$ cat config.mk
export PLATFORM = sky130hd
export DESIGN_NAME = one_wire_bus_master_top
export DESIGN_NICKNAME = d
export VERILOG_FILES = /design/src/hdl/owm_pkg.sv /design/src/hdl/owm_cfg_regs.sv /design/src/hdl/owm_front.sv /design/src/hdl/owm_queue.sv /design/src/hdl/owm_engine.sv /design/src/hdl/one_wire_bus_master_top.sv
export SDC_FILE = /design/constraint.sdc
export NUM_CORES = 1
export LEC_CHECK = 0
export ABC_AREA = 1
export BUFFER_PORTS_ARGS = -buffer_cell sky130_fd_sc_hd__clkbuf_2
export CAP_MARGIN = 5
export CORE_MARGIN = 4
export CORE_UTILIZATION = 59
export CTS_CLUSTER_SIZE = 25
export DETAILED_ROUTE_END_ITERATION = 8
export PLACE_DENSITY = 0.77
export SLEW_MARGIN = 40
export SYNTH_ARGS = -nofsm -noshare
export SYNTH_HDL_FRONTEND = slang
export SYNTH_SLANG_ARGS = --single-unit
$ cat constraint.sdc
create_clock -name clk -period 3.4 [get_ports clk]
set_clock_uncertainty 0.15 [all_clocks]
set_input_delay 0.51 -clock clk [delete_from_list [all_inputs] [get_ports clk]]
set_output_delay 0.51 -clock clk [all_outputs]
set_load 0.05 [all_outputs]
$ cat src/hdl/owm_pkg.sv
// ----------------------------------------------------------------------------
// owm_pkg
// Shared types, constants and helpers of the 1-Wire bus master.
// ----------------------------------------------------------------------------
package owm_pkg;

    // Bits per byte transfer and width of the bit counter
    localparam int BITS_PER_TRANSFER = 8;
    localparam int BIT_IDX_W         = 3;
    localparam int TIME_W            = 10;
    localparam int NUM_REGS          = 8;
    localparam int REG_IDX_W         = 3;

    // Configuration register indexes
    localparam logic [REG_IDX_W-1:0] REG_RESET_LOW     = 3'd0;
    localparam logic [REG_IDX_W-1:0] REG_PRESENCE_WAIT = 3'd1;
    localparam logic [REG_IDX_W-1:0] REG_RESET_TAIL    = 3'd2;
    localparam logic [REG_IDX_W-1:0] REG_SHORT_LOW     = 3'd3;
    localparam logic [REG_IDX_W-1:0] REG_WRITE_ONE_HI  = 3'd4;
    localparam logic [REG_IDX_W-1:0] REG_WRITE_ZERO_LO = 3'd5;
    localparam logic [REG_IDX_W-1:0] REG_READ_SAMPLE   = 3'd6;
    localparam logic [REG_IDX_W-1:0] REG_READ_TAIL     = 3'd7;

    // Register reset values (microseconds)
    localparam logic [TIME_W-1:0] DEF_RESET_LOW     = 10'd500;
    localparam logic [TIME_W-1:0] DEF_PRESENCE_WAIT = 10'd120;
    localparam logic [TIME_W-1:0] DEF_RESET_TAIL    = 10'd380;
    localparam logic [TIME_W-1:0] DEF_SHORT_LOW     = 10'd2;
    localparam logic [TIME_W-1:0] DEF_WRITE_ONE_HI  = 10'd58;
    localparam logic [TIME_W-1:0] DEF_WRITE_ZERO_LO = 10'd65;
    localparam logic [TIME_W-1:0] DEF_READ_SAMPLE   = 10'd13;
    localparam logic [TIME_W-1:0] DEF_READ_TAIL     = 10'd45;

    // Command mode codes on the input
    localparam logic [1:0] MODE_RESET = 2'd0;
    localparam logic [1:0] MODE_WRITE = 2'd1;
    localparam logic [1:0] MODE_READ  = 2'd2;

    // Classified command of one tick
    typedef enum logic [1:0] {
        CMD_NONE,
        CMD_RESET,
        CMD_WRITE,
        CMD_READ
    } cmd_t;

    // Bus sequencer phase
    typedef enum logic [3:0] {
        PH_IDLE,
        PH_RST_LOW,
        PH_RST_WAIT,
        PH_RST_TAIL,
        PH_W1_LOW,
        PH_W1_HIGH,
        PH_W0_LOW,
        PH_W0_REC,
        PH_R_LOW,
        PH_R_WAIT,
        PH_R_TAIL
    } phase_t;

    // One queued tick
    typedef struct packed {
        logic       line;
        cmd_t       cmd;
        logic [7:0] wdata;
    } tick_t;

    // Slot timings
    typedef struct packed {
        logic [TIME_W-1:0] reset_low;
        logic [TIME_W-1:0] presence_wait;
        logic [TIME_W-1:0] reset_tail;
        logic [TIME_W-1:0] short_low;
        logic [TIME_W-1:0] write_one_high;
        logic [TIME_W-1:0] write_zero_low;
        logic [TIME_W-1:0] read_sample;
        logic [TIME_W-1:0] read_tail;
    } timing_t;

    // A zero timing counts as one tick
    function automatic logic [TIME_W-1:0] at_least_one(input logic [TIME_W-1:0] v);
        return (v == '0) ? {{(TIME_W-1){1'b0}}, 1'b1} : v;
    endfunction

endpackage

$ cat src/hdl/owm_cfg_regs.sv
// ----------------------------------------------------------------------------
// owm_cfg_regs
// Slot timing registers, written through the configuration channel.
// ----------------------------------------------------------------------------
module owm_cfg_regs
    import owm_pkg::*;
(
    input  logic                 clk,
    input  logic                 rst_n,
    input  logic                 cfg_valid,
    output logic                 cfg_ready,
    input  logic [REG_IDX_W-1:0] cfg_index,
    input  logic [TIME_W-1:0]    cfg_data,
    output timing_t              timing
);

    timing_t timing_reg;

    assign cfg_ready = 1'b1;
    assign timing    = timing_reg;

    // Register file write
    always_ff @(posedge clk or negedge rst_n)
    begin
        if (!rst_n)
        begin
            timing_reg.reset_low      <= DEF_RESET_LOW;
            timing_reg.presence_wait  <= DEF_PRESENCE_WAIT;
            timing_reg.reset_tail     <= DEF_RESET_TAIL;
            timing_reg.short_low      <= DEF_SHORT_LOW;
            timing_reg.write_one_high <= DEF_WRITE_ONE_HI;
            timing_reg.write_zero_low <= DEF_WRITE_ZERO_LO;
            timing_reg.read_sample    <= DEF_READ_SAMPLE;
            timing_reg.read_tail      <= DEF_READ_TAIL;
        end
        else if (cfg_valid)
        begin
            case (cfg_index)
                REG_RESET_LOW:     timing_reg.reset_low      <= cfg_data;
                REG_PRESENCE_WAIT: timing_reg.presence_wait  <= cfg_data;
                REG_RESET_TAIL:    timing_reg.reset_tail     <= cfg_data;
                REG_SHORT_LOW:     timing_reg.short_low      <= cfg_data;
                REG_WRITE_ONE_HI:  timing_reg.write_one_high <= cfg_data;
                REG_WRITE_ZERO_LO: timing_reg.write_zero_low <= cfg_data;
                REG_READ_SAMPLE:   timing_reg.read_sample    <= cfg_data;
                REG_READ_TAIL:     timing_reg.read_tail      <= cfg_data;
                default:           ;
            endcase
        end
    end

endmodule

$ cat src/hdl/owm_front.sv
// ----------------------------------------------------------------------------
// owm_front
// Takes tick words and decodes the command request into a queue word.
// ----------------------------------------------------------------------------
module owm_front
    import owm_pkg::*;
(
    input  logic       line_level,
    input  logic       start_req,
    input  logic [1:0] mode,
    input  logic [7:0] write_data,
    output tick_t      tick
);

    // Command decode; an unknown mode is no request
    always_comb
    begin
        tick.line  = line_level;
        tick.wdata = write_data;
        tick.cmd   = CMD_NONE;
        if (start_req)
        begin
            case (mode)
                MODE_RESET: tick.cmd = CMD_RESET;
                MODE_WRITE: tick.cmd = CMD_WRITE;
                MODE_READ:  tick.cmd = CMD_READ;
                default:    tick.cmd = CMD_NONE;
            endcase
        end
    end

endmodule

$ cat src/hdl/owm_queue.sv
// ----------------------------------------------------------------------------
// owm_queue
// Two-entry queue of decoded tick words between front and sequencer.
// ----------------------------------------------------------------------------
module owm_queue
    import owm_pkg::*;
(
    input  logic  clk,
    input  logic  rst_n,
    input  logic  push,
    input  tick_t push_word,
    output logic  full,
    input  logic  pop,
    output logic  empty,
    output tick_t pop_word
);

    tick_t      entry_reg [2];
    logic       wr_ptr_reg;
    logic       rd_ptr_reg;
    logic [1:0] count_reg;

    assign full     = (count_reg == 2'd2);
    assign empty    = (count_reg == 2'd0);
    assign pop_word = entry_reg[rd_ptr_reg];

    // Entry storage
    always_ff @(posedge clk)
    begin
        if (push)
        begin
            entry_reg[wr_ptr_reg] <= push_word;
        end
    end

    // Pointers and fill count
    always_ff @(posedge clk or negedge rst_n)
    begin
        if (!rst_n)
        begin
            wr_ptr_reg <= 1'b0;
            rd_ptr_reg <= 1'b0;
            count_reg  <= 2'd0;
        end
        else
        begin
            if (push)
            begin
                wr_ptr_reg <= ~wr_ptr_reg;
            end
            if (pop)
            begin
                rd_ptr_reg <= ~rd_ptr_reg;
            end
            if (push && !pop)
            begin
                count_reg <= count_reg + 2'd1;
            end
            else if (pop && !push)
            begin
                count_reg <= count_reg - 2'd1;
            end
        end
    end

endmodule

$ cat src/hdl/owm_engine.sv
// ----------------------------------------------------------------------------
// owm_engine
// Slot sequencer: runs one tick per queue word and registers the result word.
// ----------------------------------------------------------------------------
module owm_engine
    import owm_pkg::*;
(
    input  logic       clk,
    input  logic       rst_n,
    input  timing_t    timing,
    input  logic       q_empty,
    input  tick_t      q_word,
    output logic       q_pop,
    output logic       out_valid,
    input  logic       out_ready,
    output logic       drive_low,
    output logic       busy_res,
    output logic       done_res,
    output logic       device_present,
    output logic [7:0] read_data
);

    localparam logic [BIT_IDX_W:0] BIT_COUNT = (BIT_IDX_W+1)'(BITS_PER_TRANSFER);

    // Sequencer state
    phase_t                phase_reg,    phase_next;
    logic [TIME_W-1:0]     time_left_reg, time_left_next;
    logic [BIT_IDX_W-1:0]  bit_idx_reg,  bit_idx_next;
    logic [7:0]            shift_reg,    shift_next;
    logic                  presence_reg, presence_next;
    logic [7:0]            rbyte_reg,    rbyte_next;
    logic                  is_write_reg, is_write_next;

    // Result word
    logic                  out_valid_reg;
    logic                  drive_reg,    drive_next;
    logic                  busy_reg;
    logic                  done_reg,     done_next;

    logic                  bit_end;
    logic                  finish;
    logic [BIT_IDX_W:0]    bit_inc;

    assign q_pop          = !q_empty && (!out_valid_reg || out_ready);
    assign out_valid      = out_valid_reg;
    assign drive_low      = drive_reg;
    assign busy_res       = busy_reg;
    assign done_res       = done_reg;
    assign device_present = presence_reg;
    assign read_data      = rbyte_reg;
    assign bit_inc        = {1'b0, bit_idx_reg} + {{BIT_IDX_W{1'b0}}, 1'b1};

    // Next state for one tick
    always_comb
    begin
        phase_next     = phase_reg;
        time_left_next = time_left_reg;
        bit_idx_next   = bit_idx_reg;
        shift_next     = shift_reg;
        presence_next  = presence_reg;
        rbyte_next     = rbyte_reg;
        is_write_next  = is_write_reg;
        drive_next     = 1'b0;
        done_next      = 1'b0;
        bit_end        = 1'b0;
        finish         = 1'b0;

        // Command start: this tick is already the first of the first interval
        if (phase_reg == PH_IDLE)
        begin
            case (q_word.cmd)
                CMD_RESET:
                begin
                    bit_idx_next   = '0;
                    presence_next  = 1'b0;
                    phase_next     = PH_RST_LOW;
                    time_left_next = at_least_one(timing.reset_low);
                end
                CMD_WRITE:
                begin
                    bit_idx_next  = '0;
                    is_write_next = 1'b1;
                    shift_next    = q_word.wdata;
                    if (q_word.wdata[0])
                    begin
                        phase_next     = PH_W1_LOW;
                        time_left_next = at_least_one(timing.short_low);
                    end
                    else
                    begin
                        phase_next     = PH_W0_LOW;
                        time_left_next = at_least_one(timing.write_zero_low);
                    end
                end
                CMD_READ:
                begin
                    bit_idx_next   = '0;
                    is_write_next  = 1'b0;
                    rbyte_next     = '0;
                    phase_next     = PH_R_LOW;
                    time_left_next = at_least_one(timing.short_low);
                end
                default: ;
            endcase
        end

        // Interval countdown and phase advance
        if (phase_next != PH_IDLE)
        begin
            drive_next = (phase_next inside {PH_RST_LOW, PH_W1_LOW, PH_W0_LOW, PH_R_LOW});
            time_left_next = time_left_next - {{(TIME_W-1){1'b0}}, 1'b1};
            if (time_left_next == '0)
            begin
                case (phase_next)
                    PH_RST_LOW:
                    begin
                        phase_next     = PH_RST_WAIT;
                        time_left_next = at_least_one(timing.presence_wait);
                    end
                    PH_RST_WAIT:
                    begin
                        // Line low at the sample point means a device answered
                        presence_next = ~q_word.line;
                        if (timing.reset_tail == '0)
                        begin
                            finish = 1'b1;
                        end
                        else
                        begin
                            phase_next     = PH_RST_TAIL;
                            time_left_next = timing.reset_tail;
                        end
                    end
                    PH_W1_LOW:
                    begin
                        phase_next     = PH_W1_HIGH;
                        time_left_next = at_least_one(timing.write_one_high);
                    end
                    PH_W0_LOW:
                    begin
                        // One released tick for recovery
                        phase_next     = PH_W0_REC;
                        time_left_next = {{(TIME_W-1){1'b0}}, 1'b1};
                    end
                    PH_R_LOW:
                    begin
                        phase_next     = PH_R_WAIT;
                        time_left_next = at_least_one(timing.read_sample);
                    end
                    PH_R_WAIT:
                    begin
                        if (q_word.line)
                        begin
                            rbyte_next[bit_idx_reg] = 1'b1;
                        end
                        if (timing.read_tail == '0)
                        begin
                            bit_end = 1'b1;
                        end
                        else
                        begin
                            phase_next     = PH_R_TAIL;
                            time_left_next = timing.read_tail;
                        end
                    end
                    PH_W1_HIGH, PH_W0_REC, PH_R_TAIL:
                    begin
                        bit_end = 1'b1;
                    end
                    default:
                    begin
                        finish = 1'b1;
                    end
                endcase

                // Next bit slot or end of transfer
                if (bit_end)
                begin
                    if (bit_inc >= BIT_COUNT)
                    begin
                        finish = 1'b1;
                    end
                    else
                    begin
                        bit_idx_next = bit_inc[BIT_IDX_W-1:0];
                        shift_next   = {1'b0, shift_reg[7:1]};
                        if (!is_write_reg)
                        begin
                            phase_next     = PH_R_LOW;
                            time_left_next = at_least_one(timing.short_low);
                        end
                        else if (shift_reg[1])
                        begin
                            phase_next     = PH_W1_LOW;
                            time_left_next = at_least_one(timing.short_low);
                        end
                        else
                        begin
                            phase_next     = PH_W0_LOW;
                            time_left_next = at_least_one(timing.write_zero_low);
                        end
                    end
                end

                if (finish)
                begin
                    phase_next     = PH_IDLE;
                    time_left_next = '0;
                    done_next      = 1'b1;
                end
            end
        end
    end

    // Control state, advanced once per popped tick
    always_ff @(posedge clk or negedge rst_n)
    begin
        if (!rst_n)
        begin
            phase_reg     <= PH_IDLE;
            time_left_reg <= '0;
            bit_idx_reg   <= '0;
            shift_reg     <= '0;
            presence_reg  <= 1'b0;
            rbyte_reg     <= '0;
            is_write_reg  <= 1'b0;
            out_valid_reg <= 1'b0;
            drive_reg     <= 1'b0;
            busy_reg      <= 1'b0;
            done_reg      <= 1'b0;
        end
        else if (q_pop)
        begin
            phase_reg     <= phase_next;
            time_left_reg <= time_left_next;
            bit_idx_reg   <= bit_idx_next;
            shift_reg     <= shift_next;
            presence_reg  <= presence_next;
            rbyte_reg     <= rbyte_next;
            is_write_reg  <= is_write_next;
            out_valid_reg <= 1'b1;
            drive_reg     <= drive_next;
            busy_reg      <= (phase_next != PH_IDLE);
            done_reg      <= done_next;
        end
        else if (out_ready)
        begin
            out_valid_reg <= 1'b0;
        end
    end

endmodule

$ cat src/hdl/one_wire_bus_master_top.sv
// ----------------------------------------------------------------------------
// one_wire_bus_master_top
// 1-Wire bus master driven by a one-microsecond tick stream.
// ----------------------------------------------------------------------------
//  channel | handshake              | word
//  --------+------------------------+-----------------------------------------
//  in      | in_valid / in_ready    | line_level, start_req, mode, write_data
//  out     | out_valid / out_ready  | drive_low, busy_res, done_res,
//          |                        | device_present, read_data
//  cfg     | cfg_valid / cfg_ready  | cfg_index, cfg_data
//
// One tick word in, one result word out. The front decode is combinational and
// the tick is registered in the queue; the sequencer retires one queued tick a
// cycle while the output is not stalled, so one word per cycle is sustained.
// The two-entry queue and the output register let either side stall alone;
// in_ready drops only when the queue is full. Reset loads the default slot
// timings and clears the sequencer; cfg_ready is always high.
module one_wire_bus_master_top
    import owm_pkg::*;
(
    input  logic                 clk,
    input  logic                 rst_n,
    input  logic                 in_valid,
    output logic                 in_ready,
    input  logic                 line_level,
    input  logic                 start_req,
    input  logic [1:0]           mode,
    input  logic [7:0]           write_data,
    output logic                 out_valid,
    input  logic                 out_ready,
    output logic                 drive_low,
    output logic                 busy_res,
    output logic                 done_res,
    output logic                 device_present,
    output logic [7:0]           read_data,
    input  logic                 cfg_valid,
    output logic                 cfg_ready,
    input  logic [REG_IDX_W-1:0] cfg_index,
    input  logic [TIME_W-1:0]    cfg_data
);

    timing_t timing;
    tick_t   front_word;
    tick_t   q_word;
    logic    q_full;
    logic    q_empty;
    logic    q_pop;

    assign in_ready = !q_full;

    // Slot timing registers
    owm_cfg_regs u_cfg_regs (
        .clk       (clk),
        .rst_n     (rst_n),
        .cfg_valid (cfg_valid),
        .cfg_ready (cfg_ready),
        .cfg_index (cfg_index),
        .cfg_data  (cfg_data),
        .timing    (timing)
    );

    // Command decode
    owm_front u_front (
        .line_level (line_level),
        .start_req  (start_req),
        .mode       (mode),
        .write_data (write_data),
        .tick       (front_word)
    );

    // Tick queue
    owm_queue u_queue (
        .clk       (clk),
        .rst_n     (rst_n),
        .push      (in_valid && !q_full),
        .push_word (front_word),
        .full      (q_full),
        .pop       (q_pop),
        .empty     (q_empty),
        .pop_word  (q_word)
    );

    // Slot sequencer
    owm_engine u_engine (
        .clk            (clk),
        .rst_n          (rst_n),
        .timing         (timing),
        .q_empty        (q_empty),
        .q_word         (q_word),
        .q_pop          (q_pop),
        .out_valid      (out_valid),
        .out_ready      (out_ready),
        .drive_low      (drive_low),
        .busy_res       (busy_res),
        .done_res       (done_res),
        .device_present (device_present),
        .read_data      (read_data)
    );

endmodule

==> results.yml, run 1 <==
yosys:
  ys_seq_area_frac: 0.459
  top_reg_cell_synth: "dfrtp_1"
  yosys_warnings: 0
  synth_top_family_by_area: "simple AND/OR/NAND/NOR gates"
  synth_cell_type_count: 53
  async_flop_share: 0.847
  muxShareOfSynthArea: 0.00857
  synth.largest_area_cell: "dfrtp_1"
  postSynthAreaPerCell_sq_um: 7.57
  adder_cell_share_of_the_synthesized_area: 0.00918
  post_syn_area_sq_um: 8180
  top_cells_by_area_in_the_synthesized_netlist: "dfrtp_1 (28%), nand2_1 (17%), dfstp_2 (9.6%)"
  yosys_register_bits: 144
  syn-num-nets: 1116
  post-synth-top-count-cell: "nand2_1"
  synth_largest_type_area_fraction: 0.281
  post_synth_inst_count: 1080
  synth_edf_count: 22
  synthTopCellsByCount: "nand2_1 (364), o21ai_0 (123), inv_1 (105)"
  synth_xor_area_frac: 0.00765
  share_of_synthesized_cell_area_in_and_or_nand_and_nor_gates: 0.296
  synth_compound_gate_area_share: 0.141
run:
  cap_violations: 0
route:
  routed-via-count: 7717
  wire_per_inst_microns: 17.1
  route.detailed.drc: 0
  dr.first_iter.drc_count: 767
  routed_wl_microns: 22800
  detail-route-antenna-nets: 0
  detail_route.vias_per_cell: 5.79
  drtPass1Iterations: 6
clocking:
  clk_transition_reported_paths_ns: 0.06
  ctsLongestPathBuffers: 2
  cts-buffers-inserted: 17
  cts.htree.levels: 4
  tritoncts: "yes"
  clock_tree.root_cell: "clkbuf_16"
  clock_latency_ns: 0.44
  cts_sinks: 144
cells_and_area:
  finish.net_count: 1179
  largest_register_ffs: 80
  areaGrowthSynthToFinish_pct: 14.6
  layout_cells_sized_above_1: 0.174
  diodes: 0
  final_design_area_no_fill_sq_um: 9380
critical_path:
  critPathTopFamily: "simple AND/OR/NAND/NOR gates"
  critical_path.startpoint_type: "flop"
  cp_num_buf_inv: 1
  max_stage_delay_ns: 0.48
  cp.required_ns: 3.57
  cpMaxStageDelayCell: "dfrtp_2"
  timing.critical_path.cells: "nand2_1 -> nand2_4 -> o21ai_4 -> nand2_1 -> nand2_2 -> ha_2 -> nand3_1 -> nor2_1 -> nand2_1 -> xnor2_4 -> nand3_4 -> buf_4 -> nand2_1 -> o21ai_1 -> mux2i_1 -> nand2_1"
  critical_path.endpoint_type: "flop"
  crit_type: "reg -> reg"
  crit_path_frequent_cell: "nand2_1"
  critPathMaxFanout: 10
  cp.arrival_ns: 3.44
grt:
  grt.total_usage: 0.289
  grt_max_degree: 59
  grt_antenna_before_repair: 0
  grt_pass1_wl_microns: 36700
  first_global_vias: 7142
  grt.overflow.total: 0
floorplan:
  floorplan.core_area_sq_um: 13400
  i_o_pin_count: 45
  start_util: 0.610
  floorplan.die.width_microns: 126
  die_y_microns: 126
  placement_rows: 42
  die-area_sq_um: 15800
timing:
  worstMarginPinSlew_ns: 0.727
  final-hold-violation-count: 0
  setup-tns-final_ns: 0
  post_route_worst_hold_slack_ns: 0.118
  finalSetupViolCount: 0
  maxClockFrequency_mhz: 306
  slew_violations: 0
  slew_headroom: 0.510
  final_min_period_over_clock_period: 0.962
  period_needed_ns: 3.27
placement:
  placed_cell_area_sq_um: 8640
  finalWeightedCongestion: 0.980
  placement.io_buffers: 43
  place.detailed.hpwl_microns: 16000
power:
  leakage_nw: 4.52
  total_power_density_per_cell_area_nw_per_um2: 999
  power.ir.vdd_worst_v: 0.000575
  design_power_total_mw: 9.37
min_path:
  worst_hold_path_type: "in -> reg"
outcome:
  run_status: "complete, no violations"
layout make-up:
cell class,instances,area [sq um]
Tap cell,176,220
Sequential cell,144,3750
Timing Repair Buffer,81,529
Multi-Input combinational cell,783,3850
Inverter,116,442
Fill cell,1116,4020
Clock inverter,13,115
Clock buffer,19,464
power breakdown:
group	switching (mW)	leakage [nW]	internal, mW	total (mW)
clock network	0.808	0.277	1.02	1.83
registers	0.342	1.67	2.28	2.62
logic	3.28	2.57	1.64	4.92
metrics by stage:
stage          cells  utilization  setup slack [ns]
5_1_grt         1332        0.700           -0.0415
2_1_floorplan   1080            -             0.398
6_report        1332        0.700             0.131
3_5_place_dp    1286        0.645            0.0103
3_3_place_gp    1286        0.644            0.0989
4_1_cts         1318        0.688            0.0259
layout by cell type, fill, tap and decap left out, types with 5 or more instances in the layout:
cell	count
o21ai_0	123
dfrtp_1	91
nor3_1	6
nor2_2	7
nor2_1	72
nor2_4	5
nand3b_1	5
edfxtp_1	22
nand2_4	11
buf_4	34
nand4_1	11
mux2i_1	7
clkbuf_2	42
nand3_1	50
ha_1	5
inv_2	8
inv_6	6
a21oi_1	27
dfstp_2	30
o31ai_1	5
clkbuf_16	18
inv_1	105
nand2_1	359
nand2_2	13
o211ai_1	8
o21ai_1	18
nor4_1	8
metal layers:
metal | GRT usage | share of wire
met1 | 0.387 | 0.42
met3 | 0.0563 | 0.079
met2 | 0.467 | 0.47
met4 | 0.117 | 0.036
met5 | 0 | 0
timing repair:
| item | CTS | global route |
|---|---|---|
| hold buffers | 0 | 1 |
| gates cloned | 0 | 2 |
| buffers inserted | 0 | 11 |
| hold endpoints to repair | 0 | 49 |
| setup endpoints to repair | 1 | 35 |
| gates resized for setup | 1 | 14 |
| pin swaps | 0 | 7 |
worst paths after layout:
kind / startpoint / depth (start not counted) / slack (ns) / endpoint
worst max register to register: u_queue.rd_ptr_reg / 16 / 0.13 / u_engine.busy_res
max in group asynchronous: rst_n / 3 / 1.90 / u_cfg_regs.timing[66]
worst min register to register: u_queue.count_reg[0] / 1 / 0.32 / u_queue.count_reg[0]
worst max-delay path: u_queue.rd_ptr_reg / 16 / 0.13 / u_engine.busy_res
worst min-delay path: write_data[7] / 1 / 0.12 / u_queue.entry_reg[0][7]
min in group asynchronous: rst_n / 2 / 0.46 / u_queue.count_reg[1]
cell families after synthesis:
family / count (synthesis)
AOI/OAI and AO/OA: 207
DFF: 144
adders and majority gates: 6
buffers and inverters: 155
xor gates and xnor gates: 5
other: 1
muxes: 7
and+or+nand+nor: 555
Note: power is estimated with default switching activity, not from simulation.
==> inputs of run 2 (changes only) <==
==> constraint.sdc (replaced) <==
create_clock -name clk -period 3.5 [get_ports clk]
set_clock_uncertainty 0.15 [all_clocks]
set_input_delay 0.525 -clock clk [delete_from_list [all_inputs] [get_ports clk]]
set_output_delay 0.525 -clock clk [all_outputs]
set_load 0.05 [all_outputs]
==> run 2 against run 1 <==
Compared with the run above: global-route usage increased by 0.084 points; core utilization is 0.88 points lower; critical path depth up 5; combinational power shrank 7.9%; sequential share of layout area grew 0.51 points; highest routed layer unchanged; fmax down 0.39%; power down 5.2%; sequential power decreased by 3%.
==> results.yml, run 2 (same netlist as run 1, synthesis figures left out) <==
placement:
  finalWeightedCongestion: 0.970
  place.detailed.hpwl_microns: 16000
  placement.io_buffers: 43
critical_path:
  worstReg2RegStart: "u_queue.rd_ptr_reg"
  cp.required_ns: 3.65
  critical_path.endpoint_type: "flop"
  cpMaxStageDelayCell: "dfrtp_2"
  cp_num_buf_inv: 3
  critPathMaxFanout: 13
  reg2reg_depth: 21
  setup.reg_to_reg.worst_slack_ns: 0.22
  crit_type: "reg -> reg"
  r2r_end: "u_engine.shift_reg[5]"
  critPathTopFamily: "simple AND/OR/NAND/NOR gates"
  max_stage_delay_ns: 0.48
  crit_path_frequent_cell: "nand2_1"
  cp.arrival_ns: 3.43
  timing.critical_path.cells: "nand2_1 -> nand2_4 -> nand2_1 -> nand2_4 -> buf_4 -> or2_1 -> nand2_1 -> nand2_1 -> nor2_4 -> nand2_1 -> nand2_1 -> nand2_1 -> nand2_1 -> nor2_4 -> nand3_4 -> buf_12 -> clkinvlp_2 -> nand2_1 -> nand2_1 -> nand2_1 -> o21ai_1"
  critical_path.startpoint_type: "flop"
  setup_crit_start: "u_queue.rd_ptr_reg"
cells_and_area:
  diodes: 0
  finish.net_count: 1162
  utilization: 0.691
  largest_register_ffs: 80
  layout_common_cells: "nand2_1 (363), o21ai_0 (123), inv_1 (105), dfrtp_1 (91), nor2_1 (72)"
  layout_cells_sized_above_1: 0.157
  areaGrowthSynthToFinish_pct: 13.2
  layout_commonest_cell: "nand2_1"
route:
  dr.first_iter.drc_count: 908
  detail_route.vias_per_cell: 5.75
  detail-route-antenna-nets: 0
  drtPass1Iterations: 7
  routed_wl_microns: 22600
  routed-via-count: 7560
  wire_per_inst_microns: 17.2
  route.detailed.drc: 0
clocking:
  cts-buffers-inserted: 17
  cts.htree.levels: 4
  clock_tree.root_cell: "clkbuf_16"
  clock_latency_ns: 0.43
  tritoncts: "yes"
  clk_transition_reported_paths_ns: 0.06
  cts_sinks: 144
  ctsLongestPathBuffers: 2
min_path:
  worst_hold_path_type: "in -> reg"
  worst_hold_startpoint: "write_data[0]"
  min_to: "u_queue.entry_reg[1][0]"
  hold_path_depth: 1
grt:
  grt.overflow.total: 0
  grt_max_degree: 59
  globalRouteMet1Util: 0.394
  grt_antenna_before_repair: 0
  grt.total_usage: 0.290
  grt.met3_usage: 0.0470
  met2_usage: 0.473
  grt_pass1_wl_microns: 36900
  first_global_vias: 7135
  grt.busiest_layer: "met2"
timing:
  maxClockFrequency_mhz: 305
  setup-tns-final_ns: 0
  finalSetupViolCount: 0
  final_min_period_over_clock_period: 0.938
  period_needed_ns: 3.28
  worstMarginPinSlew_ns: 0.746
  rsz0062_at_grt: "false"
  final-hold-violation-count: 0
  slew_headroom: 0.501
  slew_violations: 0
power:
  leakage_nw: 4.45
  power_report.internal_total_mw: 4.74
  total_power_density_per_cell_area_nw_per_um2: 959
  pwr-share-clk: 0.204
  power.ir.vdd_worst_v: 0.000498
  sequential_power_share: 0.286
  power.share.switching: 0.466
  switchingPower_mw: 4.14
  combPwrFrac: 0.510
outcome:
  run_status: "complete, no violations"
floorplan:
  floorplan.core_area_sq_um: 13400
  placement_rows: 42
  i_o_pin_count: 45
  die-area_sq_um: 15800
  floorplan.die.width_microns: 126
  start_util: 0.610
  die_y_microns: 126
run:
  cap_violations: 0
==> run 2: worst max-delay path by stage <==
stage	slack, ns	depth (start not counted)	end
floorplan	0.50	23	u_engine.bit_idx_reg[2]
global placement	0.19	23	u_engine.time_left_reg[8]
detailed placement	0.06	22	u_engine.bit_idx_reg[0]
CTS	0.04	18	u_engine.shift_reg[3]
global route	0.003	19	u_engine.bit_idx_reg[2]
finish	0.22	21	u_engine.shift_reg[5]
==> run 2: final cells by class <==
class / count / area, sq um
clock buffer: 20 / 458
clock inverter: 12 / 131
fill: 1131 / 4140
inverter: 116 / 444
multi-input combinational: 782 / 3840
sequential: 144 / 3750
tap: 176 / 220
timing repair buffer: 64 / 407
timing repair inverter: 1 / 5.00
==> run 2: metrics by stage <==
step	setup WS, ns	area [sq um]	hold WS, ns	cells	total power, mW
floorplan	0.498	8180	0.0794	1080	5.79
global route	0.00341	9260	0.130	1315	9.51
finish	0.218	9260	0.138	1315	8.88
detailed placement	0.0641	8590	0.307	1279	6.89
CTS	0.0438	9180	0.0685	1311	8.75
global placement	0.193	8580	0.304	1279	6.79
==> run 2: power groups by stage <==
stage | Combinational, mW | Sequential [mW] | Clock, mW
after floorplan | 3.19 | 2.59 | 0
after CTS | 4.40 | 2.52 | 1.83
after global placement | 4.26 | 2.53 | 0
after detailed placement | 4.35 | 2.54 | 0
after global routing | 5.01 | 2.58 | 1.91
final | 4.53 | 2.54 | 1.82
==> run 2: timing repair <==
item,CTS,global route
setup buffers,0,1
setup endpoints to repair,0,29
hold endpoints to repair,0,48
hold buffers,0,1
resized for setup,0,9
==> run 2: layer usage <==
metal	wire length (microns)	part of all wire	vias up
met4	710	0.031	0
met1	9480	0.42	3535
met2	10800	0.48	358
met3	1630	0.072	64
li1	-	-	3603
met5	0	0	-
==> inputs of run 3 (changes only) <==
--- a/config.mk
+++ b/config.mk
@@ -12,8 +12,9 @@
 export CORE_UTILIZATION = 59
 export CTS_CLUSTER_SIZE = 25
 export DETAILED_ROUTE_END_ITERATION = 8
-export PLACE_DENSITY = 0.77
+export PLACE_DENSITY = 0.79
 export SLEW_MARGIN = 40
 export SYNTH_ARGS = -nofsm -noshare
 export SYNTH_HDL_FRONTEND = slang
+export SYNTH_HIERARCHICAL = 1
 export SYNTH_SLANG_ARGS = --single-unit
==> run 3 against run 2 <==
Compared with the run above: fmax decreased by 0.60%; wire length increased by 4.0%; sequential share of layout area decreased by 1.8 points; first-iteration DRC count decreased by 9.0%; clock-buffer cell count decreased by 2; area after synthesis increased by 5.8%; via count increased by 3.3%; synthesized cell count increased by 5.1%; global-route usage decreased by 0.28 points; sequential power about the same; sequential cell count unchanged; critical endpoint is now u_engine/shift_reg[5]; largest power group unchanged.
==> results.yml, run 3 <==
outcome:
  run_status: "complete, no violations"
route:
  met3_wirelength_microns: 2120
  route.met2.wl_microns: 10900
  highest-signal-layer: "met4"
  detail_route.vias_per_cell: 5.67
  dr.first_iter.drc_count: 826
  routed_wl_microns: 23500
  drtPass1Iterations: 5
  wl_met1_microns: 9690
  route.detailed.drc: 0
  detail-route-antenna-nets: 0
  routed-via-count: 7807
  wire_per_inst_microns: 17.1
placement:
  place.detailed.hpwl_microns: 16500
  placed_cell_area_sq_um: 8930
  placement.io_buffers: 43
  finalWeightedCongestion: 0.966
  preCtsSetupSlack_ns: 0.0596
critical_path:
  cpMaxStageDelayCell: "dfrtp_2"
  cp.required_ns: 3.66
  cp_num_buf_inv: 2
  critPathMaxFanout: 9
  critPathTopFamily: "simple AND/OR/NAND/NOR gates"
  crit_type: "reg -> reg"
  setup.reg_to_reg.worst_slack_ns: 0.20
  crit_path_frequent_cell: "nand2_1"
  cp.arrival_ns: 3.46
  critical_path.startpoint_type: "flop"
  critical_path.endpoint_type: "flop"
  timing.critical_path.cells: "mux2_4 -> buf_4 -> nor2_4 -> nand2_2 -> inv_1 -> nand2_1 -> nand2_1 -> o21ai_4 -> ha_4 -> xor2_1 -> nand3_1 -> nor2_8 -> nand4_4 -> nor2_2 -> nand2_1 -> nand2_1 -> o21ai_1"
  r2r_end: "u_engine/shift_reg[5]"
  reg2reg_depth: 17
  worstReg2RegStart: "u_queue/rd_ptr_reg"
  max_stage_delay_ns: 0.45
timing:
  final-hold-violation-count: 0
  post_route_worst_hold_slack_ns: 0.141
  period_needed_ns: 3.30
  worstMarginPinSlew_ns: 0.689
  finalSetupViolCount: 0
  maxClockFrequency_mhz: 303
  slew_violations: 0
  final_min_period_over_clock_period: 0.943
  setup-tns-final_ns: 0
  slew_headroom: 0.538
  worst_setup_slack_after_layout_ns: 0.198
run:
  cap_violations: 0
yosys:
  top_cells_by_area_in_the_synthesized_netlist: "dfrtp_1 (27%), nand2_1 (17%), dfstp_2 (9.1%)"
  post_synth_inst_count: 1135
  async_flop_share: 0.847
  post_syn_area_sq_um: 8660
  yosys_register_bits: 144
  syn-num-nets: 1171
  synthTopCellsByCount: "nand2_1 (400), inv_1 (100), nor2_1 (97)"
  synth.largest_area_cell: "dfrtp_1"
  synth_edf_count: 22
  yosys_warnings: 6
  post-synth-top-count-cell: "nand2_1"
  ys_seq_area_frac: 0.433
  top_reg_cell_synth: "dfrtp_1"
  postSynthAreaPerCell_sq_um: 7.63
  synth_largest_type_area_fraction: 0.266
  synth_cell_type_count: 55
clocking:
  cts.htree.levels: 4
  clock_latency_ns: 0.42
  clock_tree.root_cell: "clkbuf_16"
  ctsLongestPathBuffers: 2
  cts_sinks: 144
  clk_transition_reported_paths_ns: 0.06
  cts-buffers-inserted: 17
  tritoncts: "yes"
cells_and_area:
  largest_register_ffs: 80
  areaGrowthSynthToFinish_pct: 11.9
  final_design_area_no_fill_sq_um: 9680
  layout_commonest_cell: "nand2_1"
  finish.net_count: 1217
  diodes: 0
  num-fill-cells: 1247
  layout_common_cells: "nand2_1 (396), inv_1 (99), nor2_1 (96), dfrtp_1 (91), nand3_1 (89)"
  multiInputGateArea_sq_um: 4220
  layout_cells_sized_above_1: 0.192
  layout.area.seq_sq_um: 3750
grt:
  first_global_vias: 7295
  grt_antenna_before_repair: 0
  grt.total_usage: 0.287
  grt_max_degree: 84
  grt.overflow.total: 0
  grt_pass1_wl_microns: 37300
min_path:
  worst_hold_path_type: "in -> reg"
  hold_path_depth: 1
  min_to: "u_queue/entry_reg[0][2]"
  worst_hold_startpoint: "write_data[2]"
floorplan:
  start_util: 0.598
  placement_rows: 44
  i_o_pin_count: 45
  floorplan.die.width_microns: 129
  die_y_microns: 129
  die-area_sq_um: 16700
  floorplan.core_area_sq_um: 14500
power:
  design_power_total_mw: 9.22
  total_power_density_per_cell_area_nw_per_um2: 952
  power.ir.vdd_worst_v: 0.000596
  leakage_nw: 4.76
-- run 3: cell types whose count changed in the layout (fill, tap and decap cells not counted), sizes merged, moves of 7 or more --
| cell | delta |
|---|---|
| mux2i | -7 |
| a21oi | +8 |
| nor2 | +36 |
| buf | +9 |
| nand2 | +40 |
| nand3 | +50 |
| o21ai | -81 |
| mux2 | +12 |
-- run 3: area by class of cell --
class,instances,area share
clock inverter,14,0.0185
tap,184,0.0238
inverter,108,0.0425
multi-input combinational,837,0.436
sequential,144,0.387
clock buffer,18,0.0443
timing repair buffer,73,0.0477
-- run 3: timing repair --
item                                    CTS  global route
hold buffers                              1             0
endpoints found under the setup margin    0            31
buffers inserted                          0             6
gates resized for setup                   0            13
endpoints found under the hold margin    35             0
-- run 3: per-layer routing --
layer | vias up | GRT usage
met5 | - | 0
met4 | 0 | 0.122
met3 | 73 | 0.0709
met2 | 382 | 0.450
met1 | 3608 | 0.383
li1 | 3744 | -
-- run 3: per-stage QoR --
step	utilization	cells
2_1_floorplan	-	1135
3_3_place_gp	0.617	1335
3_5_place_dp	0.617	1335
4_1_cts	0.660	1368
5_1_grt	0.669	1378
6_report	0.669	1378
-- run 3: logic make-up (layout without fill, tap and decap cells) --
logic type               Yosys count  in the layout  synth area share
AND/OR/NAND/NOR                  676            679             0.352
adder cells (fa/ha/maj)            6              6           0.00867
AO/OA/AOI/OAI                    132            132            0.0916
buffers and inverters            158            213            0.0889
flip-flops                       144            144             0.433
other                              1              1          0.000433
XOR/XNOR                           7              7           0.00708
multiplexers                      11             12            0.0182
-- run 3: power breakdown --
part           switching (mW)  internal (mW)  leakage (nW)
combinational            3.22           1.63          2.81
sequential              0.333           2.18          1.68
clock                   0.727           1.13         0.278
-- run 3: worst max path at each step --
stage                       start                   endpoint  slack, ns  cells after the start
5_1_grt        u_queue/rd_ptr_reg  u_engine/time_left_reg[4]      -0.02                     20
3_3_place_gp   u_queue/rd_ptr_reg  u_engine/time_left_reg[5]       0.16                     20
6_report       u_queue/rd_ptr_reg      u_engine/shift_reg[5]       0.20                     17
2_1_floorplan  u_queue/rd_ptr_reg          u_engine/busy_res       0.03                     25
4_1_cts        u_queue/rd_ptr_reg  u_engine/time_left_reg[5]       0.04                     20
3_5_place_dp   u_queue/rd_ptr_reg  u_engine/time_left_reg[5]       0.06                     20
